[config.mk]
export PLATFORM = sky130hd
export DESIGN_NAME = gasa_fifo
export DESIGN_NICKNAME = d
export VERILOG_FILES = /design/src/rtl/gasa_fifo.sv
export SDC_FILE = /design/constraint.sdc
export NUM_CORES = 1
export LEC_CHECK = 0
export BUFFER_PORTS_ARGS = -buffer_cell sky130_fd_sc_hd__buf_2
export CELL_PAD_IN_SITES_DETAIL_PLACEMENT = 1
export CELL_PAD_IN_SITES_GLOBAL_PLACEMENT = 1
export CORE_ASPECT_RATIO = 1.2
export CORE_MARGIN = 4
export CORE_UTILIZATION = 40
export DETAILED_ROUTE_END_ITERATION = 6
export PLACE_DENSITY = 0.83
export SLEW_MARGIN = 25
export SYNTH_ARGS = -nofsm -noshare
export SYNTH_HDL_FRONTEND = slang
export SYNTH_SLANG_ARGS = --single-unit
[constraint.sdc]
create_clock -name clk_i -period 1.8 [get_ports clk_i]
set_input_delay 0 -clock clk_i [delete_from_list [all_inputs] [get_ports clk_i]]
set_output_delay 0 -clock clk_i [all_outputs]
set_load 0.05 [all_outputs]
[src/rtl/gasa_fifo.sv]
module gasa_fifo #(
  parameter int unsigned WIDTH = 8,
  parameter int unsigned DEPTH = 2
) (
  input  logic             clk_i,
  input  logic             rst_ni,
  input  logic             push_i,
  input  logic [WIDTH-1:0] data_i,
  output logic             full_o,
  input  logic             pop_i,
  output logic [WIDTH-1:0] data_o,
  output logic             empty_o
);

  localparam int unsigned PW = $clog2(DEPTH);
  localparam int unsigned CW = $clog2(DEPTH + 1);

  logic [WIDTH-1:0] mem_q [DEPTH];
  logic [PW-1:0]    wptr_q, wptr_d, rptr_q, rptr_d;
  logic [CW-1:0]    cnt_q, cnt_d;
  logic             do_push, do_pop;

  assign full_o  = (cnt_q == CW'(DEPTH));
  assign empty_o = (cnt_q == '0);
  assign do_push = push_i && !full_o;
  assign do_pop  = pop_i && !empty_o;
  assign data_o  = mem_q[rptr_q];

  always_comb begin
    wptr_d = wptr_q;
    rptr_d = rptr_q;
    cnt_d  = cnt_q;
    if (do_push) begin
      wptr_d = (wptr_q == PW'(DEPTH - 1)) ? '0 : wptr_q + PW'(1);
    end
    if (do_pop) begin
      rptr_d = (rptr_q == PW'(DEPTH - 1)) ? '0 : rptr_q + PW'(1);
    end
    if (do_push && !do_pop) begin
      cnt_d = cnt_q + CW'(1);
    end else if (do_pop && !do_push) begin
      cnt_d = cnt_q - CW'(1);
    end
  end

  always_ff @(posedge clk_i or negedge rst_ni) begin
    if (!rst_ni) begin
      wptr_q <= '0;
      rptr_q <= '0;
      cnt_q  <= '0;
    end else begin
      wptr_q <= wptr_d;
      rptr_q <= rptr_d;
      cnt_q  <= cnt_d;
    end
  end

  always_ff @(posedge clk_i) begin
    if (do_push) begin
      mem_q[wptr_q] <= data_i;
    end
  end

endmodule

==> results of run 1 <==
cells in the mapped netlist:
cell type,number,area [um^2]
sky130_fd_sc_hd__buf_2,1,5.00
sky130_fd_sc_hd__ha_1,1,12.5
sky130_fd_sc_hd__nor2_1,3,11.3
sky130_fd_sc_hd__mux2_2,2,22.5
sky130_fd_sc_hd__mux2_1,6,67.6
sky130_fd_sc_hd__o21ai_1,1,5.00
sky130_fd_sc_hd__xor2_1,2,17.5
sky130_fd_sc_hd__and3_1,1,6.26
sky130_fd_sc_hd__xnor2_1,2,17.5
sky130_fd_sc_hd__nand2_2,1,6.26
sky130_fd_sc_hd__xnor2_2,1,16.3
sky130_fd_sc_hd__inv_1,2,7.51
sky130_fd_sc_hd__edfxtp_1,16,480
sky130_fd_sc_hd__nand2b_1,1,6.26
sky130_fd_sc_hd__dfrtp_1,4,100
layout make-up:
cell class	count	area (um^2)	share of cell area [%]
repair buffers	32	213	20.5
inverters	2	7.51	0.722
clock buffers	4	26.3	2.53
multi-input cells	21	189	18.2
flip-flops and latches	20	581	55.8
well taps	19	23.8	2.29
path summary, 6_finish.rpt:
kind | start | to | depth (start not counted) | slack [ns]
worst max-delay path | rptr_q | data_o[4] | 2 | 0.32
worst min-delay path | rst_ni | cnt_q[0] | 2 | 0.04
worst max register to register | cnt_q[0] | cnt_q[1] | 6 | 0.33
worst min register to register | cnt_q[1] | cnt_q[1] | 1 | 0.54
max in group asynchronous | rst_ni | wptr_q | 2 | 1.64
min in group clk_i | pop_i | rptr_q | 3 | 0.05
sequential cells by signal, indices dropped and copies added (netlist names):
register	count
cnt_q	2
rptr_q	1
mem_q	16
wptr_q	1
power by group through the flow:
stage	clock network [mW]	registers, mW	logic [mW]
global placement	0	0.751	0.793
CTS	0.222	0.755	0.838
detailed placement	0	0.763	0.822
finish	0.209	0.751	0.824
global route	0.245	0.773	0.888
floorplan	0	0.705	0.684
critical path, stage by stage, from the launching register on:
cell,delay (ns)
sky130_fd_sc_hd__dfrtp_1,0.60
sky130_fd_sc_hd__mux2_1,0.38
sky130_fd_sc_hd__buf_2,0.22
metrics by stage:
| step | setup slack [ns] | utilization, % | hold WS, ns | power [mW] | instance area (um^2) |
|---|---|---|---|---|---|
| floorplan | 0.408 | - | -0.296 | 1.39 | 782 |
| global placement | 0.389 | 49.4 | -0.189 | 1.54 | 913 |
| detailed placement | 0.317 | 49.4 | -0.188 | 1.58 | 913 |
| CTS | 0.298 | 56.2 | 0.0205 | 1.81 | 1040 |
| global route | 0.183 | 56.2 | 0.0349 | 1.91 | 1040 |
| finish | 0.316 | 56.2 | 0.0367 | 1.78 | 1040 |
per-layer routing:
layer	vias up	wire length (um)	track usage, %
met5	-	0	0
met4	0	14	5.93
met3	2	83	4.24
met2	13	810	21.6
met1	216	586	14.8
li1	225	-	-
logic make-up after synthesis:
logic type / share of synthesized area [%]
and+or+nand+nor: 3.84
adders and majority gates: 1.60
AOI/OAI and AO/OA: 0.639
DFF: 74.2
buffers and inverters: 1.60
muxes: 11.5
xor gates and xnor gates: 6.56
==> results.md, run 1 <==
- Peak supply drop: 804 uV
- Half-perimeter wire length after placement: 1090 um
- Most common cell after layout, fill and taps aside: sky130_fd_sc_hd__buf_2
- Critical path capture point type: output pin
- CTS tree: done
- Clock tree root buffer cell: sky130_fd_sc_hd__clkbuf_4
- Core Rows: 17
- Post-CTS Setup Repair Bufs: 0
- Area enclosed by the die boundary: 2730 um^2
- Mapped Nets: 57
- Clock Power Share: 11.7%
- Clock transition at the register clock pins on the worst setup and hold paths after CTS: 0.10 ns
- Largest fanout of any net on the critical path: 9
- Die X: 48.4 um
- Antenna Nets Post-Route: 0
- Final worst path period need: 1.48 ns
- Die height: 56.4 um
- Unrepaired setup endpoints after global routing: no
- Synthesis warning total: 0
- Share of total power consumed by net switching: 44.3%
- Commonest cells after routing, fill and taps aside: 21 x sky130_fd_sc_hd__buf_2, 16 x sky130_fd_sc_hd__edfxtp_1, 10 x sky130_fd_sc_hd__dlygate4sd3_1
- #FFs+latches synth: 20
- Maximum count of clock buffers along a single path: 2
- Core ar.: 1850 um^2
- Sequential share of power: 42.1%
- Netlist area before placement: 782 um^2
- Setup Viol. Count Final: 0
- DRC Markers: 0
- # placed instances: 84
- Part of the Yosys area used for sequential elements: 74.2%
- Vias in the first global route: 516
- Count of unique library cells instantiated by Yosys: 15
- Net Sw Power: 0.790 mW
- Worst slew margin: 72.8%
- Final period utilization: 82.4%
- # nets final: 93
- All-Layer GR Usage: 13.0%
- Max-cap violations: 0
- Highest clock rate: 674 MHz
- Fill cell total of the finished layout: 187
- Share of layout cells above drive strength 1: 36.7%
- Final Instance Count excl. Fillers: 98
- Num ports: 22
- Quantity of gates resized following cts: 0
- Final Max Tran Viols: 0
- Number of buffers inserted by port buffering: 21
- Post-detailed-route wirelength per cell: 15.3 um
- Grt ovf: 0
- Crit path arrival time: 1.48 ns
- Max H-tree Level: 1
- Internal power: 0.995 mW
- Initial core utilization: 42.3%
- Number of hold-repair buffers added at the cts stage: 10
- Slew of the pin with the lowest slew margin: 0.408 ns
- Clk Latency, worst-skew pair: 0.29 ns
- Clock skew after layout: 0.00385 ns
- Clock Sinks: 20
- Vias: 456
- Pwr/cell area: 1720 nW/um^2
- Instance count of the mapped netlist: 44
- Run status: finished, final reports clean
- Drt initial violations: 5
- Post-detailed-routing wire length: 1500 um
- Critical path start-end classification: reg -> out
- Leak: 0.436 nW
- Wire length of the first global-routing pass: 2660 um
- Setup total negative slack: 0 ns
- Pin count of the biggest net entering global routing: 12
- Combinational power share: 46.2%
- Synthesized area divided by synthesized cell count: 17.8 um^2
- Critical path required time: 1.80 ns
- Number of antenna violations at the first check in global routing: 0
- Number of hold violations in the final report: 0
- Path class of the lowest-slack min-delay path: in -> async
- Area Overhead vs Synth: 33.0%
- Clock buffer count from CTS: 3
- Detail-routed via count per cell: 4.65
- Kind of start point of the critical path: flip-flop
- Number of diodes: 0
- RePlAce Congestion: 0.713
- Total iterations of the first detailed-routing run: 3
Note: power is estimated with default switching activity, not from simulation.
==> run 2: changes to the inputs <==
Clock period 1.8 ns to 1.4 ns, I/O delays scaled along.
==> run 2 against run 1 <==
  * First-iteration DRC count shrank 100%
  * Worst hold slack gained 0.021 ns
  * Cell count grew 5.1%
  * Critical path type is now reg -> reg
  * Wire length grew 6.8%
  * Sequential cell count is the same
  * Clock power grew 120%
  * Power grew 55%
  * Non-clock buffer count grew 5
  * Via count grew 6.1%
==> results.md, run 2 (synthesis results as in run 1) <==
- R2r worst-path depth: 6
- Slew of the pin with the lowest slew margin: 0.260 ns
- Unrepaired setup endpoints after global routing: yes
- Highest clock rate: 722 MHz
- Core ar.: 1850 um^2
- Share of layout cells above drive strength 1: 52.4%
- Area Overhead vs Synth: 49.8%
- Final core area utilization: 63.3%
- Setup Viol. Count Final: 0
- Combinational power share: 48.2%
- Path class of the lowest-slack min-delay path: in -> async
- Run status: finished, final reports clean
- Area enclosed by the die boundary: 2730 um^2
- Leak: 0.483 nW
- Critical path capture point type: flip-flop
- Drt initial violations: 0
- Final Cell Area: 1170 um^2
- Grt ovf: 0
- Clock tree root buffer cell: sky130_fd_sc_hd__clkbuf_4
- Clock Sinks: 20
- Num ports: 22
- Vias: 484
- Antenna Nets Post-Route: 0
- Number of antenna violations at the first check in global routing: 0
- Commonest cells after routing, fill and taps aside: 20 x sky130_fd_sc_hd__buf_2, 16 x sky130_fd_sc_hd__edfxtp_1, 11 x sky130_fd_sc_hd__dlygate4sd3_1
- Core Rows: 17
- Pin count of the biggest net entering global routing: 13
- Total iterations of the first detailed-routing run: 1
- Max H-tree Level: 1
- Number of buffers inserted by port buffering: 21
- Crit path arrival time: 1.57 ns
- Final worst path period need: 1.39 ns
- Critical path startpoint: cnt_q[0]
- Clock transition at the register clock pins on the worst setup and hold paths after CTS: 0.11 ns
- Most flops, register: mem_q
- Overall Power: 2.77 mW
- Clock buffer count from CTS: 3
- Internal power: 1.62 mW
- Most common cell after layout, fill and taps aside: sky130_fd_sc_hd__buf_2
- Placement-stage cell area: 921 um^2
- Detail-routed via count per cell: 4.70
- Die X: 48.4 um
- CTS tree: done
- Post-detailed-route wirelength per cell: 15.5 um
- # nets final: 98
- Vias in the first global route: 543
- Worst slew margin: 82.8%
- Origin of the critical flop-to-flop path: cnt_q[0]
- Clock skew after layout: 0.00245 ns
- Wire length of the first global-routing pass: 2770 um
- Largest fanout of any net on the critical path: 3
- Peak supply drop: 1200 uV
- Sequential share of power: 35.4%
- RePlAce Congestion: 0.663
- Worst setup path endpoint: cnt_q[1]
- All-Layer GR Usage: 13.2%
- Reg2reg setup slack: 0.01 ns
- Clk Latency, worst-skew pair: 0.29 ns
- Max-cap violations: 0
- Final period utilization: 99.0%
- Kind of start point of the critical path: flip-flop
- Net Sw Power: 1.14 mW
- Clock Power Share: 16.5%
- Maximum count of clock buffers along a single path: 2
- DRC Markers: 0
- Registers with the most flip-flops: mem_q x16, cnt_q x2
- Number of diodes: 0
- Final Max Tran Viols: 0
- Post-detailed-routing wire length: 1600 um
- Initial core utilization: 42.3%
- Number of flip-flops under the largest register name: 16
- Setup slack after layout: 0.0146 ns
- Capture point of the worst reg-to-reg path: cnt_q[1]
- Number of hold violations in the final report: 0
- Share of total power consumed by net switching: 41.4%
- Half-perimeter wire length after placement: 1100 um
- Die height: 56.4 um
- Critical path start-end classification: reg -> reg
- Post-Place Setup Slack: -0.0240 ns
- Pwr/cell area: 2360 nW/um^2
- Critical path required time: 1.58 ns
[run 2: cell count changes in the layout (fill, tap and decap cells not counted), moves of 2 or more]
cell                      change
sky130_fd_sc_hd__buf_4        +5
sky130_fd_sc_hd__dfrtp_1      -2
sky130_fd_sc_hd__dfrtp_2      +2
sky130_fd_sc_hd__xor2_1       -2
sky130_fd_sc_hd__xor2_2       +2
[run 2: power groups by stage]
stage | clock (mW) | sequential (mW) | combinational [mW]
after floorplan | 0 | 0.906 | 0.879
after global placement | 0 | 0.956 | 1.05
after detailed placement | 0 | 0.970 | 1.10
after CTS | 0.466 | 0.978 | 1.19
after global routing | 0.497 | 1.01 | 1.42
final | 0.456 | 0.978 | 1.33
[run 2: how the worst min path moves through the flow]
stage | slack [ns] | cells after the start | to
after CTS | 0.04 | 2 | wptr_q
final | 0.06 | 2 | wptr_q
after detailed placement | -0.18 | 1 | cnt_q[1]
after global placement | -0.19 | 1 | cnt_q[0]
after global routing | 0.06 | 2 | wptr_q
after floorplan | -0.30 | 0 | cnt_q[0]
[run 2: through the flow]
step	hold WS (ns)	setup TNS, ns	instances
floorplan	-0.296	0	44
detailed placement	-0.182	-0.0240	85
global route	0.0639	-0.175	103
CTS	0.0415	0	101
global placement	-0.192	0	85
finish	0.0577	0	103
[run 2: timing repair]
item	in CTS	in global routing
hold buffers	11	0
endpoints found under the hold margin	22	0
resized for setup	6	10
pin swaps	2	3
setup buffers	1	2
setup endpoints to repair	9	17
[run 2: cell type report]
| type | instances | area [um^2] |
|---|---|---|
| clock buffer | 3 | 22.5 |
| clock inverter | 1 | 30.0 |
| sequential | 20 | 583 |
| tap | 19 | 23.8 |
| fill | 170 | 679 |
| timing repair buffer | 37 | 255 |
| inverter | 2 | 7.51 |
| multi-input combinational | 21 | 249 |
[run 2: routing by layer]
| metal | track usage [%] | wire length (um) | part of all wire [%] |
|---|---|---|---|
| met2 | 22.6 | 884 | 55 |
| met5 | 0 | 0 | 0 |
| met3 | 3.45 | 76 | 4.8 |
| met4 | 4.74 | 14 | 0.88 |
| met1 | 15.6 | 621 | 39 |
[run 2: worst max-delay path: stages, from the launching register on]
cell and delay (ns):
sky130_fd_sc_hd__dfrtp_1 0.42, sky130_fd_sc_hd__buf_4 0.15, sky130_fd_sc_hd__o21ai_4 0.16, sky130_fd_sc_hd__ha_4 0.17, sky130_fd_sc_hd__xor2_2 0.18, sky130_fd_sc_hd__nor2_4 0.06, sky130_fd_sc_hd__xor2_2 0.14
==> run 3: changes to the inputs <==
Settings changed: ABC_AREA set to 1, CORE_UTILIZATION 40 to 38, PLACE_DENSITY 0.83 to 0.84.
==> run 3 against run 2 <==
  * Sequential power down 2%
  * Sequential share of layout area up 0.32 points
  * Cell count up 37%
  * Power down 3.3%
  * Largest power group unchanged
  * Highest routed layer unchanged
==> results.md, run 3 <==
- Final period utilization: 93.5%
- Combinational family with the most area after synthesis: simple AND/OR/NAND/NOR gates
- Drt initial violations: 2
- Kind of start point of the critical path: flip-flop
- Instance count of the mapped netlist: 73
- Max-cap violations: 0
- Crit path arrival time: 1.31 ns
- Top cells by count, synth: 33 x sky130_fd_sc_hd__nand2_1, 16 x sky130_fd_sc_hd__edfxtp_1, 7 x sky130_fd_sc_hd__inv_1
- Area Overhead vs Synth: 43.4%
- Num ports: 22
- Number of diodes: 0
- Mapped Nets: 86
- Vias in the first global route: 717
- Biggest area contributors in the synthesized netlist: sky130_fd_sc_hd__edfxtp_1 59%, sky130_fd_sc_hd__nand2_1 15%, sky130_fd_sc_hd__dfrtp_1 12%
- Number of flip-flops under the largest register name: 16
- Most flops, register: mem_q
- Grt ovf: 0
- Core ar.: 2050 um^2
- Critical path capture point type: output pin
- Setup total negative slack: 0 ns
- Critical path required time: 1.40 ns
- Vias: 636
- Simple-gate share of the synthesized area: 20.1%
- Part of the Yosys area used for sequential elements: 71.7%
- Cell type with the highest aggregate area in the netlist: sky130_fd_sc_hd__edfxtp_1
- Setup Viol. Count Final: 0
- Maximum count of clock buffers along a single path: 2
- Fraction of registers with async set or reset after synthesis: 20.0%
- Number of antenna violations at the first check in global routing: 0
- Largest fanout of any net on the critical path: 4
- Die X: 50.1 um
- Leak: 0.529 nW
- Standard cell with the maximum stage delay on the critical path: sky130_fd_sc_hd__dfrtp_1
- All-Layer GR Usage: 13.7%
- Number of buffers inserted by port buffering: 21
- Count of unique library cells instantiated by Yosys: 14
- Critical path start-end classification: reg -> out
- Clock transition at the register clock pins on the worst setup and hold paths after CTS: 0.11 ns
- Crit path buffers/inverters: 3
- Final worst path period need: 1.31 ns
- Origin of the critical flop-to-flop path: cnt_q[1]
- Highest clock rate: 764 MHz
- Unrepaired setup endpoints after global routing: no
- Clock Sinks: 20
- Core Rows: 18
- Antenna Nets Post-Route: 0
- Initial core utilization: 39.5%
- Clk Latency, worst-skew pair: 0.29 ns
- Post-detailed-routing wire length: 1800 um
- Netlist area before placement: 810 um^2
- Worst slew margin: 84.1%
- Share of the synthesized area in compound gates (AO/OA/AOI/OAI): 1.24%
- Leading cell type by number of instances after synthesis: sky130_fd_sc_hd__nand2_1
- RePlAce Congestion: 0.724
- Wire length of the first global-routing pass: 3040 um
- Detail-routed via count per cell: 4.51
- Setup slack after layout: 0.0916 ns
- Half-perimeter wire length after placement: 1350 um
- Primary FF master, synth: sky130_fd_sc_hd__edfxtp_1
- Critical path startpoint: cnt_q[1]
- Multiplexer share of the synthesized area: 0%
- Clock skew after layout: 0.00222 ns
- Run status: finished, final reports clean
- Share of synthesized cell area in full adder, half adder and majority cells: 1.55%
- Die height: 58.6 um
- Max H-tree Level: 1
- Final Max Tran Viols: 0
- CTS tree: done
- Dominant delay contributor by cell family on the critical path: buffers and inverters
- Total iterations of the first detailed-routing run: 3
- CP Cell Sequence: inv_2 -> nor2_4 -> buf_4 -> buf_2
- Fraction of synthesized cell area in xor and xnor cells: 1.08%
- Synthesis warning total: 0
- DRC Markers: 0
- Number of hold violations in the final report: 0
- Synthesized area divided by synthesized cell count: 11.1 um^2
- Peak supply drop: 1260 uV
- Area enclosed by the die boundary: 2940 um^2
- Final core area utilization: 56.7%
- Path class of the lowest-slack min-delay path: in -> async
- Area share of the leading cell type in the synthesized netlist: 59.4%
- #FFs+latches synth: 20
- Pwr/cell area: 2310 nW/um^2
- Registers with the most flip-flops: mem_q x16, cnt_q x2
- Slew of the pin with the lowest slew margin: 0.236 ns
- Most common cell after layout, fill and taps aside: sky130_fd_sc_hd__nand2_1
- Post-detailed-route wirelength per cell: 12.8 um
- Post-Place Setup Slack: -0.0315 ns
- # nets final: 125
- Clock buffer count from CTS: 3
- Commonest cells after routing, fill and taps aside: 33 x sky130_fd_sc_hd__nand2_1, 16 x sky130_fd_sc_hd__edfxtp_1, 14 x sky130_fd_sc_hd__buf_2
- Clock tree root buffer cell: sky130_fd_sc_hd__clkbuf_4
- Share of layout cells above drive strength 1: 34.2%
- Pin count of the biggest net entering global routing: 12
- Overall Power: 2.68 mW
- Delay contributed by the slowest stage of the critical path: 0.43 ns
- Number of enable flip-flop cells after synthesis: 16
## run 3: cell count changes in the layout (fill, tap and decap cells not counted), sizes merged, moves of 6 or more
cell    delta
clkbuf     +8
nand2     +32
mux2       -8
buf        -8
inv        +6
## run 3: layout make-up
class	instances	area (um^2)
Sequential cell	20	582
Inverter	8	32.5
Tap cell	30	37.5
Clock buffer	4	36.3
Fill cell	223	888
Timing Repair Buffer	35	253
Multi-Input combinational cell	44	220
## run 3: worst paths after layout
kind                                to  slack (ns)  depth (start not counted)
min in group clk_i              wptr_q        0.06                          4
max in group asynchronous       rptr_q        1.24                          2
max                             full_o        0.09                          4
max reg2reg                mem_q[1][1]        0.10                          4
min reg2reg                     wptr_q        0.55                          2
min                           cnt_q[0]        0.03                          2
## run 3: logic make-up after synthesis
family	after synthesis
AOI/OAI and AO/OA	2
xor gates and xnor gates	1
adders and majority gates	1
buffers and inverters	9
DFF	20
and+or+nand+nor	40
## run 3: stage by stage
step	hold WS, ns	instances	instance area [um^2]
6_report	0.0254	141	1160
3_5_place_dp	-0.183	126	975
3_3_place_gp	-0.187	126	975
2_1_floorplan	-0.296	73	815
4_1_cts	0.0214	140	1110
5_1_grt	0.0446	141	1160
## run 3: per-layer routing
| layer | global-route usage [%] | up-vias | share of wire [%] |
|---|---|---|---|
| met5 | 0 | - | 0 |
| met4 | 3.56 | 0 | 1.1 |
| li1 | - | 312 | - |
| met3 | 2.53 | 2 | 4.1 |
| met1 | 13.5 | 306 | 37 |
| met2 | 28.2 | 16 | 58 |
## run 3: where the power goes
part           total, mW  internal (mW)  switching [mW]
logic               1.39          0.426           0.967
clock network      0.325          0.158           0.166
registers          0.959          0.829           0.130
total               2.68           1.41            1.26
## run 3: timing repair
action,CTS,global route
resized for setup,3,13
pin swaps,0,1
hold buffers,10,0
hold endpoints to repair,21,0
setup buffers,0,1
setup endpoints to repair,9,10
