==> src/rtl/gasa_pkg.sv <==
package gasa_pkg;

  // widths fixed by the item fields
  localparam int unsigned CODE_W = 16;
  localparam int unsigned GLYPH_W = 9;
  localparam int unsigned PAD_W = 8;
  localparam int unsigned LH_W = 10;
  localparam int unsigned U_W = 10;
  localparam int unsigned V_W = 9;
  localparam int unsigned SIZE_W = 10;
  localparam int unsigned PAGE_W = 8;
  localparam int unsigned CFG_IDX_W = 1;
  localparam int unsigned CFG_DATA_W = 10;

  // saturation limits
  localparam logic [U_W-1:0] X_MAX = 10'h3FF;
  localparam logic [PAGE_W-1:0] PAGE_MAX = 8'hFF;

  // configuration register indexes
  localparam logic [CFG_IDX_W-1:0] CFG_GLYPH_PADDING = 1'b0;
  localparam logic [CFG_IDX_W-1:0] CFG_LINE_HEIGHT = 1'b1;

  typedef struct packed {
    logic [PAD_W-1:0] pad;
    logic [LH_W-1:0]  line_h;
  } cfg_t;

  // classified request, front to back
  typedef struct packed {
    logic               query;
    logic [CODE_W-1:0]  slot;
    logic               has_bm;
    logic [GLYPH_W-1:0] gw;
    logic [GLYPH_W-1:0] gh;
  } cmd_t;

  // one placement table entry
  typedef struct packed {
    logic [U_W-1:0]    u;
    logic [V_W-1:0]    v;
    logic [SIZE_W-1:0] w;
    logic [SIZE_W-1:0] h;
    logic [PAGE_W-1:0] page;
  } entry_t;

  typedef struct packed {
    logic   found;
    logic   newly;
    entry_t ent;
  } res_t;

endpackage

==> src/rtl/gasa_front.sv <==
module gasa_front #(
  parameter int unsigned CODE_COUNT = 65536
) (
  input  logic                             clk_i,
  input  logic                             rst_ni,
  input  logic                             in_valid_i,
  output logic                             in_ready_o,
  input  logic                             req_type_i,
  input  logic [gasa_pkg::CODE_W-1:0]      char_code_i,
  input  logic                             has_bitmap_i,
  input  logic [gasa_pkg::GLYPH_W-1:0]     glyph_width_i,
  input  logic [gasa_pkg::GLYPH_W-1:0]     glyph_height_i,
  output logic                             cmd_valid_o,
  input  logic                             cmd_ready_i,
  output gasa_pkg::cmd_t                   cmd_o
);

  // slot = code mod CODE_COUNT by reciprocal multiply; floor is exact for 16-bit codes
  localparam int unsigned RW = 25;
  localparam int unsigned PROD_W = gasa_pkg::CODE_W + RW;
  localparam int unsigned QW = PROD_W - 32;
  localparam int unsigned SW = gasa_pkg::CODE_W + 1;
  localparam logic [RW-1:0] RECIP = RW'((64'd1 << 32) / 64'(CODE_COUNT) + 64'd1);
  localparam logic [SW-1:0] CC = SW'(CODE_COUNT);

  logic                         s1_valid_q, s1_valid_d;
  logic                         query_q;
  logic [gasa_pkg::CODE_W-1:0]  code_q;
  logic                         has_bm_q;
  logic [gasa_pkg::GLYPH_W-1:0] gw_q, gh_q;
  logic [QW-1:0]                quo_q;
  logic [PROD_W-1:0]            prod;
  logic [QW+SW-1:0]             qc;
  logic [SW-1:0]                rem;
  logic                         in_fire;

  assign in_ready_o = !s1_valid_q || cmd_ready_i;
  assign in_fire    = in_valid_i && in_ready_o;
  assign prod       = PROD_W'(char_code_i) * PROD_W'(RECIP);

  always_comb begin
    s1_valid_d = s1_valid_q;
    if (in_fire) begin
      s1_valid_d = 1'b1;
    end else if (cmd_ready_i) begin
      s1_valid_d = 1'b0;
    end
  end

  always_ff @(posedge clk_i or negedge rst_ni) begin
    if (!rst_ni) begin
      s1_valid_q <= 1'b0;
    end else begin
      s1_valid_q <= s1_valid_d;
    end
  end

  always_ff @(posedge clk_i) begin
    if (in_fire) begin
      query_q  <= req_type_i;
      code_q   <= char_code_i;
      has_bm_q <= has_bitmap_i;
      gw_q     <= glyph_width_i;
      gh_q     <= glyph_height_i;
      quo_q    <= prod[PROD_W-1:32];
    end
  end

  assign qc  = (QW + SW)'(quo_q) * (QW + SW)'(CC);
  assign rem = {1'b0, code_q} - qc[SW-1:0];

  assign cmd_valid_o   = s1_valid_q;
  assign cmd_o.query   = query_q;
  assign cmd_o.slot    = rem[gasa_pkg::CODE_W-1:0];
  assign cmd_o.has_bm  = has_bm_q;
  assign cmd_o.gw      = gw_q;
  assign cmd_o.gh      = gh_q;

  a_fire_loads_stage : assert property (@(posedge clk_i) disable iff (!rst_ni)
    in_fire |=> s1_valid_q)
    else $error("accepted beat did not reach the slot stage");

endmodule

==> config.mk <==
export PLATFORM = sky130hd
export DESIGN_NAME = gasa_front
export DESIGN_NICKNAME = d
export VERILOG_FILES = /design/src/rtl/gasa_pkg.sv /design/src/rtl/gasa_front.sv
export SDC_FILE = /design/constraint.sdc
export NUM_CORES = 1
export LEC_CHECK = 0
export BUFFER_PORTS_ARGS = -buffer_cell sky130_fd_sc_hd__clkbuf_2
export CORE_ASPECT_RATIO = 0.7
export CORE_MARGIN = 5
export CORE_UTILIZATION = 43
export CTS_CLUSTER_SIZE = 8
export DETAILED_ROUTE_END_ITERATION = 10
export PLACE_DENSITY = 0.82
export SYNTH_ARGS = -nofsm -noshare
export SYNTH_HDL_FRONTEND = slang
export SYNTH_SLANG_ARGS = --single-unit
==> constraint.sdc <==
create_clock -name clk_i -period 1.79 [get_ports clk_i]
set_input_delay 0.179 -clock clk_i [delete_from_list [all_inputs] [get_ports clk_i]]
set_output_delay 0.179 -clock clk_i [all_outputs]
set_load 0.01 [all_outputs]
==> summary.md, run 1 <==
| Metric | Value |
|---|---|
| Status | finished clean |
| H-Tree Depth | 2 |
| Ant diodes | 0 |
| Critical Path Sink Type | flip-flop |
| Drt total wl | ~2300 um |
| Overall Power | 1680 uW |
| Setup WS post-layout | approximately 0.50 ns |
| Slew Limit Fails | 0 |
| Reg2reg end | has_bm_q$_DFFE_PP_ |
| Crit path arrival time | 1.21 ns |
| Clk slew on worst S/H paths | 0.07 ns |
| Area of the multi-input gates | approximately 29 um2 |
| Post-synth net total | 82 |
| Post-route DRC | 0 |
| Post-route ant nets | 0 |
| 1st-pass router iterations | 4 |
| Initial antenna violation count | 0 |
| Worst setup path class | flip-flop to flip-flop |
| Crit-path max FO | 36 |
| Leakage | 0.000736 uW |
| PortBufs | 77 |
| Seq cells post-synth | 37 |
| Post-Syn Instances | 42 |
| Clock Skews | 0.00574 ns |
| Die Width | between 70 and 80 um |
| WL/cell | 14.4 um |
| Clock latency at the later pin of the worst-skew pair | 0.28 ns |
| Vias/cell | about 4.4 |
| Setup tns final | 0 ns |
| Min cycle time layout | between 1 and 1.5 ns |
| CORE AREA | 2510 um2 |
| Die area | 3820 um2 |
| Pre-CTS WS | 0.507 ns |
| RSZ-0062 raised after global routing | false |
| Peak supply drop | 0.668 mV |
| Reg2reg start | cmd_valid_o$_DFFE_PN0P_ |
| Initial Utilization | 0.457 |
| Die height | 53.3 um |
| Largest net degree at the start of global routing | 37 |
| Max Freq | ~780 MHz |
| Post-synth cell types | 6 |
| Worst endpoint required time | 1.71 ns |
| Fin crit share | 0.718 |
| Mapped Area | 1150 um2 |
| Setup Fix Bufs, Post-CTS | 0 |
| Hold Path Sink | gw_q[4]$_DFFE_PP_ |
| PwrDens | 1010 nW/um2 |
| GRT Total Usage | 0.129 |
| Setup violators final | 0 |
| Critical Path Source Type | flip-flop |
| Critical path origin | cmd_valid_o$_DFFE_PN0P_ |
| Final hold vios | 0 |
| GRT Residual Overflow | 0 |
| Sequential area share after synthesis | 0.962 |
| Slew margin rel. | 0.703 |
| Clk root buf | clkbuf_8 |
| First-pass GRT wire length | 3390 um |
| Number of global-route vias before repair | between 700 and 800 |
| Std cell rows | 15 |
| Fillers | between 150 and 200 |
| Seq. cell area | 1110 um2 |
| CTS Buffer Depth | 2 |
| Setup slack, reg-to-reg | 0.50 ns |
| CTS tree | done |
| Syn avg cell area | 27.4 um2 |
| Max-cap violation count | 0 |
| Num CTS Buffers | 5 |
| Layout cells sized above 1 | 0.675 |
| Worst Hold Depth | 1 |
| Drt initial violations | 7 |
| Io pins | 78 |
| Post-layout util | 0.658 |
| Final #Nets | between 150 and 200 |
| HP Start | glyph_width_i[4] |
| Layout area overhead | 43.9% |
| Via count | 699 |
| R2r worst-path depth | 2 |
| Synth warnings | 0 |
| CTS Sinks | 37 |
| Placer Congestion | 0.724 |
| Slew @ Worst Pin | 0.445 ns |
| Tightest Hold Check Type | input port to flip-flop |
-- power by group --
group / total (uW) / internal, uW / switching (uW)
combinational: 138 / 64.7 / 73.5
sequential: 1020 / 1010 / 13.8
clock: 516 / 261 / 255
-- timing repair --
action                                 4_1_cts  5_1_grt
endpoints found under the hold margin        1        0
hold buffers                                 1        0
resized for setup                            0        0
-- cell type report --
class,count,area share
sequential,37,0.669
tap,34,0.0257
multi-input combinational,3,0.0174
clock inverter,3,0.00756
clock buffer,5,0.0416
timing repair buffer,78,0.239
-- critical path, stage by stage, from the launching register on --
cell and delay, ns:
dfrtp_1 0.41, nand2b_4 0.09, and2_4 0.43
-- state kept, by name, indices dropped and copies added (netlist names) --
name / count
cmd_valid_o: 1
query_q: 1
code_q: 16
gh_q: 9
has_bm_q: 1
gw_q: 9
-- placed cells by master, fill, tap and decap left out --
| cell | n |
|---|---|
| and2_4 | 1 |
| clkbuf_2 | 77 |
| clkbuf_8 | 5 |
| clkinv_1 | 2 |
| clkinv_2 | 1 |
| dfrtp_1 | 1 |
| dlygate4sd3_1 | 1 |
| edfxtp_1 | 36 |
| nand2b_1 | 1 |
| nand2b_4 | 1 |
-- logic make-up after synthesis --
group	Yosys count	share of synthesized area
buf+inv	2	0.0131
simple gates	3	0.0250
flops	37	0.962
-- synth_stat cells, drive strengths merged --
library cell	instances	area (um2)
nand2b	2	20.0
dfrtp	1	25.0
edfxtp	36	1080
and2	1	8.76
buf	2	15.0
-- layer usage --
metal | GRT usage | share of wire
met4 | 0.0375 | 0.0078
met1 | 0.123 | 0.38
met3 | 0.114 | 0.19
met2 | 0.206 | 0.42
met5 | 0 | 0
-- metrics by stage --
| stage | std cells | cell area, um2 | hold slack (ns) |
|---|---|---|---|
| global placement | 151 | 1560 | -0.0461 |
| finish | 160 | 1650 | 0.0723 |
| floorplan | 42 | 1150 | -0.117 |
| CTS | 160 | 1650 | 0.0682 |
| global route | 160 | 1650 | 0.0519 |
| detailed placement | 151 | 1560 | -0.0392 |
-- worst max-delay path by stage --
stage,endpoint,cells past startpoint
detailed placement,code_q[4]$_DFFE_PP_,2
CTS,code_q[10]$_DFFE_PP_,2
global route,gw_q[7]$_DFFE_PP_,2
global placement,code_q[4]$_DFFE_PP_,2
floorplan,code_q[0]$_DFFE_PP_,2
finish,has_bm_q$_DFFE_PP_,2
No activity file was read; power rests on OpenSTA's default activity.
==> run 2: changes to the inputs <==
- ABC_AREA: default -> 1
- CORE_UTILIZATION: 43 -> 40
- PLACE_DENSITY: 0.82 -> 0.78
- clock period: 1.79 -> 1.2 ns (I/O delays scaled with it)
==> run 2 against run 1 <==
Compared with the run above: core utilization increased by 1.8 points; via count increased by 11%; hold slack got worse by 0.061 ns; highest routed layer unchanged; die area increased by 5.6%; cell area increased by 13%; combinational power increased by 91%; register-to-register slack got worse by 0.46 ns; sequential cell count unchanged.
==> summary.md, run 2 <==
| Metric | Value |
|---|---|
| Io pins | 78 (unchanged) |
| PostCTS Resize Cnt | 0 (unchanged) |
| CTS tree | done |
| Setup violators final | 0 (unchanged) |
| Mapped Area | 1140 um2 (-0.76%) |
| Peak supply drop | 1.04 mV (+55%) |
| Setup slack, reg-to-reg | 0.05 ns (-0.46 ns) |
| Std cell rows | 16 (+1) |
| Num CTS Buffers | 5 (unchanged) |
| Tightest Hold Check Type | input port to flip-flop |
| Syn avg cell area | 25.9 um2 (-5.3%) |
| Max-cap violation count | 0 (unchanged) |
| Setup Fix Bufs, Post-CTS | 0 (unchanged) |
| HP Start | glyph_width_i[7] |
| Clk slew on worst S/H paths | 0.07 ns (about the same) |
| Clock Skews | 0.00788 ns (+0.00214 ns) |
| Layout cells sized above 1 | 0.611 (-0.0635) |
| Die Width | 73.8 um (+2.8%) |
| H-Tree Depth | 2 (unchanged) |
| Vias/cell | 4.33 (-0.94%) |
| Reg2reg end | code_q[12]$_DFFE_PP_ |
| Main area contributors after synthesis | edfxtp_1 95%, dfrtp_1 2.2%, buf_4 1.3% |
| Min cycle time layout | 1.15 ns (-0.134 ns) |
| Largest regs | code_q (16), gh_q (9), gw_q (9) |
| Die area | 4040 um2 (+5.6%) |
| Worst setup path class | flip-flop to flip-flop |
| Post-synth EDFFs | 36 (unchanged) |
| PortBufs | 77 (unchanged) |
| Critical Path Source Type | flip-flop |
| Reg2reg start | cmd_valid_o$_DFFE_PN0P_ |
| Crit path arrival time | 1.14 ns (-0.07 ns) |
| Fillers | 190 (+3.3%) |
| Drt initial violations | 41 (+34) |
| WL/cell | 15.1 um (+4.8%) |
| Setup WS post-layout | 0.0486 ns (-0.456 ns) |
| Seq. cell area | 1110 um2 (unchanged) |
| Pre-CTS WS | 0.107 ns (-0.401 ns) |
| Fraction of post-synthesis cell area in the top cell type by area | 0.947 (+0.00722) |
| Slew margin rel. | 0.879 (+0.176) |
| Sequential area share after synthesis | 0.969 (+0.00738) |
| Ant diodes | 0 (unchanged) |
| Initial antenna violation count | 0 (unchanged) |
| CTS Buffer Depth | 2 (unchanged) |
| Post-CTS Hold Fix Bufs | 10 (+9) |
| Max Freq | 868 MHz (+12%) |
| Area of the multi-input gates | 23.8 um2 (-17%) |
| DP Wirelength | 1850 um |
| Max reg flops | 16 (unchanged) |
| PwrDens | 1540 nW/um2 (+52%) |
| Number of global-route vias before repair | 776 (+3.5%) |
| Status | finished clean |
| Placer Congestion | 0.702 (-3.1%) |
| Synth warnings | 0 (unchanged) |
| Slew @ Worst Pin | 0.181 ns (-0.264 ns) |
| Biggest register | code_q |
| Most common cell after layout, fill and taps aside | clkbuf_2 |
| Post-synth net total | 84 (+2.4%) |
| Most common cell in the netlist | edfxtp_1 |
| Most frequent cells in the layout | 77 x clkbuf_2, 36 x edfxtp_1, 15 x dlygate4sd3_1, 6 x clkbuf_8 |
| Clk root buf | clkbuf_8 |
| 1st-pass router iterations | 4 (unchanged) |
| Leading area contributor after synthesis | edfxtp_1 |
| Fin crit share | 0.960 (+0.241) |
| CORE AREA | 2760 um2 (+9.9%) |
| CTS Sinks | 37 (unchanged) |
| Worst Hold Depth | 1 (unchanged) |
| Post-route DRC | 0 (unchanged) |
| Slew Limit Fails | 0 (unchanged) |
| Via count | 779 (+11%) |
| Worst endpoint required time | 1.19 ns (-0.52 ns) |
| Drt total wl | 2720 um (+18%) |
| Post-route ant nets | 0 (unchanged) |
| R2r worst-path depth | 2 (unchanged) |
| GRT Total Usage | 0.140 (+0.0115) |
| Clock latency at the later pin of the worst-skew pair | 0.28 ns (about the same) |
| Post-synth cell types | 6 (unchanged) |
| Post-Syn Instances | 44 (+4.8%) |
| Post-layout util | 0.675 (+0.0176) |
| Hold Path Sink | gw_q[7]$_DFFE_PP_ |
| First-pass GRT wire length | 3820 um (+13%) |
| RSZ-0062 raised after global routing | false |
| Seq cells post-synth | 37 (unchanged) |
| Crit-path max FO | 11 (-69%) |
| GRT Residual Overflow | 0 (unchanged) |
| Top cells by count, synth | 36 x edfxtp_1, 2 x buf_4, 2 x inv_1, 2 x nand2_1 |
| Critical Path Sink Type | flip-flop |
| Setup tns final | 0 ns (unchanged) |
| Final #Nets | 183 (+11%) |
| Largest net degree at the start of global routing | 26 (-30%) |
| Final hold vios | 0 (unchanged) |
| Leakage | 0.000826 uW (+12%) |
| Ys async rst share | 0.0270 (unchanged) |
| Layout area overhead | 63.5% |
| Die height | 54.7 um (+2.7%) |
| Initial Utilization | 0.413 (-0.0442) |
| Top_reg_cell synth | edfxtp_1 |
-- run 2: layout make-up --
type | count | share of cell area
sequential | 37 | 0.593
clock buffer | 6 | 0.0443
clock inverter | 2 | 0.0201
multi-input combinational | 3 | 0.0127
inverter | 2 | 0.00402
tap | 36 | 0.0241
timing repair buffer | 94 | 0.302
-- run 2: logic make-up (layout without fill, tap and decap cells) --
logic type / Yosys count / after routing / synth area share
and+or+nand+nor: 2 / 2 / 0.00658
DFF: 37 / 37 / 0.969
AOI/OAI and AO/OA: 1 / 1 / 0.00438
buffers and inverters: 4 / 104 / 0.0197
-- run 2: power by group --
group | total (uW) | leakage (uW) | internal, uW | switching (uW)
registers | 1520 | 0.000354 | 1500 | 20.7
clock network | 1080 | 0.0000574 | 675 | 407
logic | 263 | 0.000415 | 135 | 128
-- run 2: worst max path at each step --
stage | startpoint | end | cells after the start
after detailed placement | cmd_valid_o$_DFFE_PN0P_ | code_q[12]$_DFFE_PP_ | 2
after global placement | cmd_valid_o$_DFFE_PN0P_ | code_q[12]$_DFFE_PP_ | 2
after floorplan | cmd_valid_o$_DFFE_PN0P_ | code_q[0]$_DFFE_PP_ | 1
after CTS | cmd_valid_o$_DFFE_PN0P_ | code_q[12]$_DFFE_PP_ | 2
final | cmd_valid_o$_DFFE_PN0P_ | code_q[12]$_DFFE_PP_ | 2
after global routing | cmd_valid_o$_DFFE_PN0P_ | code_q[14]$_DFFE_PP_ | 2
-- run 2: critical path, cell delays in order, from the launching register on --
cell and delay (ns):
dfrtp_1 0.44, a21oi_4 0.20, buf_4 0.22
-- run 2: per-layer routing --
metal / track usage / vias up / wire length, um
met3: 0.0972 / 4 / 439
met5: 0 / - / 0
met1: 0.124 / 360 / 852
met2: 0.240 / 51 / 1400
li1: - / 364 / -
met4: 0.0813 / 0 / 27
-- run 2: per-stage QoR --
step           hold slack [ns]  area [um2]  power (uW)  std cells
2_1_floorplan           -0.176        1150        1630         44
3_3_place_gp            -0.104        1600        1760        157
3_5_place_dp            -0.103        1600        1770        157
4_1_cts               0.000227        1820        2880        175
5_1_grt                0.00106        1870        2990        180
6_report                0.0117        1870        2870        180
==> run 3: changes to the inputs <==
--- a/config.mk
+++ b/config.mk
@@ -9,5 +9,5 @@
 export BUFFER_PORTS_ARGS = -buffer_cell sky130_fd_sc_hd__clkbuf_2
 export CORE_ASPECT_RATIO = 0.7
-export CORE_MARGIN = 5
+export CORE_MARGIN = 4
 export CORE_UTILIZATION = 40
 export CTS_CLUSTER_SIZE = 8
==> constraint.sdc (replaced) <==
create_clock -name clk_i -period 1.2 [get_ports clk_i]
set_input_delay 0.24 -clock clk_i [delete_from_list [all_inputs] [get_ports clk_i]]
set_output_delay 0.24 -clock clk_i [all_outputs]
set_load 0.01 [all_outputs]
==> run 3 against run 2 <==
Compared with the run above: non-clock buffer count decreased by 14; critical path depth unchanged; clock skew decreased by 0.0019 ns; first-iteration DRC count decreased by 12%; global-route usage decreased by 1.8 points; hold slack improved by 0.12 ns; register-to-register slack improved by 0.05 ns; sequential power about the same; final cell count decreased by 8.9%; core utilization decreased by 1.5 points.
==> summary.md, run 3 (synthesis gave the netlist of run 2 again) <==
| Metric | Value |
|---|---|
| Critical Path Source Type | flip-flop |
| Crit path arrival time | 0.91 ns (-0.23 ns) |
| Final Non-Filler Cells | 164 (-8.9%) |
| Layout cells sized above 1 | 0.662 (+0.0504) |
| Max Freq | 870 MHz (+0.15%) |
| Setup Fix Bufs, Post-CTS | 0 (unchanged) |
| Initial antenna violation count | 0 (unchanged) |
| Peak supply drop | 1.01 mV (-2.0%) |
| Final hold vios | 0 (unchanged) |
| Post-route DRC | 0 (unchanged) |
| Design area | 1710 um2 (-8.4%) |
| WL/cell | 13.2 um (-13%) |
| Setup tns final | 0 ns (unchanged) |
| Layout area overhead | 49.8% |
| Clk slew on worst S/H paths | 0.07 ns (about the same) |
| Post-layout util | 0.660 (-0.0154) |
| Vias/cell | 4.24 (-2.1%) |
| Tightest Hold Check Type | input port to flip-flop |
| Critical Path Sink Type | output port |
| Slew margin rel. | 0.893 (+0.0144) |
| Placed insts | 155 (-1.3%) |
| Ant diodes | 0 (unchanged) |
| Slew @ Worst Pin | 0.160 ns (-0.0219 ns) |
| H-Tree Depth | 2 (unchanged) |
| Number of global-route vias before repair | 713 (-8.1%) |
| Clk root buf | clkbuf_8 |
| Die area | 3780 um2 (-6.3%) |
| Fin crit share | 0.958 (-0.00147) |
| Overall Power | 2730 uW (-4.7%) |
| Clock Skews | 0.00601 ns (-0.00187 ns) |
| Switch Pwr | 513 uW (-7.6%) |
| Initial Utilization | 0.441 (+0.0275) |
| DP Area | 1590 um2 (-0.16%) |
| 1st-pass router iterations | 4 (unchanged) |
| Crit-path max FO | 3 (-8) |
| RSZ-0062 raised after global routing | true |
| GRT Total Usage | 0.123 (-0.0176) |
| Leakage | 0.000763 uW (-7.6%) |
| Power Internal | 2220 uW (-4.0%) |
| Std cell rows | 15 (-1) |
| Setup violators final | 0 (unchanged) |
| Largest net degree at the start of global routing | 29 (+12%) |
| Drt total wl | 2170 um (-20%) |
| Worst endpoint required time | 0.96 ns (-0.23 ns) |
| Final #Nets | 169 (-7.7%) |
| CTS Sinks | 37 (unchanged) |
| Status | finished clean |
| First-pass GRT wire length | 3190 um (-16%) |
| GRT Residual Overflow | 0 (unchanged) |
| Die height | 52.7 um (-3.7%) |
| DP Wirelength | 1770 um (-4.4%) |
| Sw frac | 0.188 (-0.00587) |
| PortBufs | 77 (unchanged) |
| Num CTS Buffers | 5 (unchanged) |
| Gate power share | 0.079 (-0.013) |
| CTS tree | done |
| PwrDens | 1600 nW/um2 (+4.1%) |
| Placer Congestion | 0.734 (+4.6%) |
| Io pins | 78 (unchanged) |
| Most frequent cells in the layout | 77 x clkbuf_2, 36 x edfxtp_1, 5 x clkbuf_8, 2 x inv_1, 2 x nand2_1 |
| Min cycle time layout | 1.15 ns (-0.00177 ns) |
| Post-route ant nets | 0 (unchanged) |
| Sequential Power Share | 0.557 (+0.026) |
| Biggest register | code_q |
| Max reg flops | 16 (unchanged) |
| Setup slack, reg-to-reg | 0.10 ns (+0.05 ns) |
| CORE AREA | 2590 um2 (-6.3%) |
| Most common cell after layout, fill and taps aside | clkbuf_2 |
| Drt initial violations | 36 (-12%) |
| Clk pwr share | 0.364 (-0.013) |
| Worst setup path class | flip-flop to output port |
| Via count | 695 (-11%) |
| Max-cap violation count | 0 (unchanged) |
| CP max stage cell | dfrtp_1 |
| Fillers | 197 (+3.7%) |
| Clock latency at the later pin of the worst-skew pair | 0.28 ns (about the same) |
| CTS Buffer Depth | 2 (unchanged) |
| Largest regs | code_q (16), gh_q (9), gw_q (9) |
| Slew Limit Fails | 0 (unchanged) |
| Die Width | 71.8 um (-2.7%) |
| Cell Chain, Critical Path | nand2_1 > clkbuf_2 |
| Critical Path Max Stage Delay | 0.41 ns (-0.03 ns) |
run 3: changes by cell type in the layout (fill, tap and decap cells not counted):
cell / change
clkbuf_8: -1
clkinvlp_4: -1
clkbuf_1: +1
dlygate4sd3_1: -14
clkinv_1: +1
run 3: layout make-up:
| type | instances | area [um2] | area share |
|---|---|---|---|
| clock buffer | 6 | 72.6 | 0.0425 |
| clock inverter | 2 | 33.8 | 0.0198 |
| inverter | 2 | 7.51 | 0.00439 |
| multi-input combinational | 3 | 23.8 | 0.0139 |
| sequential | 37 | 1110 | 0.647 |
| tap | 34 | 42.5 | 0.0249 |
| timing repair buffer | 80 | 423 | 0.247 |
run 3: worst max-delay path: cells and delay by family, from the launching register on:
family        cells  cell delay, ns
flops             1            0.41
simple gates      1            0.09
buf+inv           1            0.13
run 3: power by group through the flow:
stage               registers (uW)  logic, uW  clock network, uW
global route                  1530        238               1090
detailed placement            1550        220                  0
CTS                           1520        222               1020
global placement              1550        215                  0
floorplan                     1590       38.7                  0
finish                        1520        216                994
run 3: path summary, 6_finish.rpt:
kind	to	start	cells after the start
max reg2reg	gh_q[0]$_DFFE_PP_	cmd_valid_o$_DFFE_PN0P_	2
max in group asynchronous	cmd_valid_o$_DFFE_PN0P_	rst_ni	2
min	code_q[3]$_DFFE_PP_	char_code_i[3]	1
max	in_ready_o	cmd_valid_o$_DFFE_PN0P_	2
min in group asynchronous	cmd_valid_o$_DFFE_PN0P_	rst_ni	2
min reg2reg	cmd_valid_o$_DFFE_PN0P_	cmd_valid_o$_DFFE_PN0P_	2
run 3: layer usage:
| layer | GRT usage | vias to the layer above | part of all wire |
|---|---|---|---|
| met1 | 0.125 | 297 | 0.36 |
| met2 | 0.180 | 58 | 0.43 |
| met4 | 0.0750 | 0 | 0.015 |
| met3 | 0.0920 | 5 | 0.19 |
| met5 | 0 | - | 0 |
| li1 | - | 335 | - |
run 3: what timing repair did:
item / CTS / global route
gates resized for setup: 0 / 0
endpoints found under the setup margin: 0 / 1
hold endpoints to repair: 1 / 0
hold buffers: 1 / 0
run 3: stage by stage:
stage          worst slack, ns  hold WS (ns)
2_1_floorplan           -0.305       -0.0556
3_3_place_gp             0.124        0.0155
3_5_place_dp            0.0870        0.0164
4_1_cts                 0.0253         0.122
5_1_grt               -0.00636         0.111
6_report                0.0504         0.131
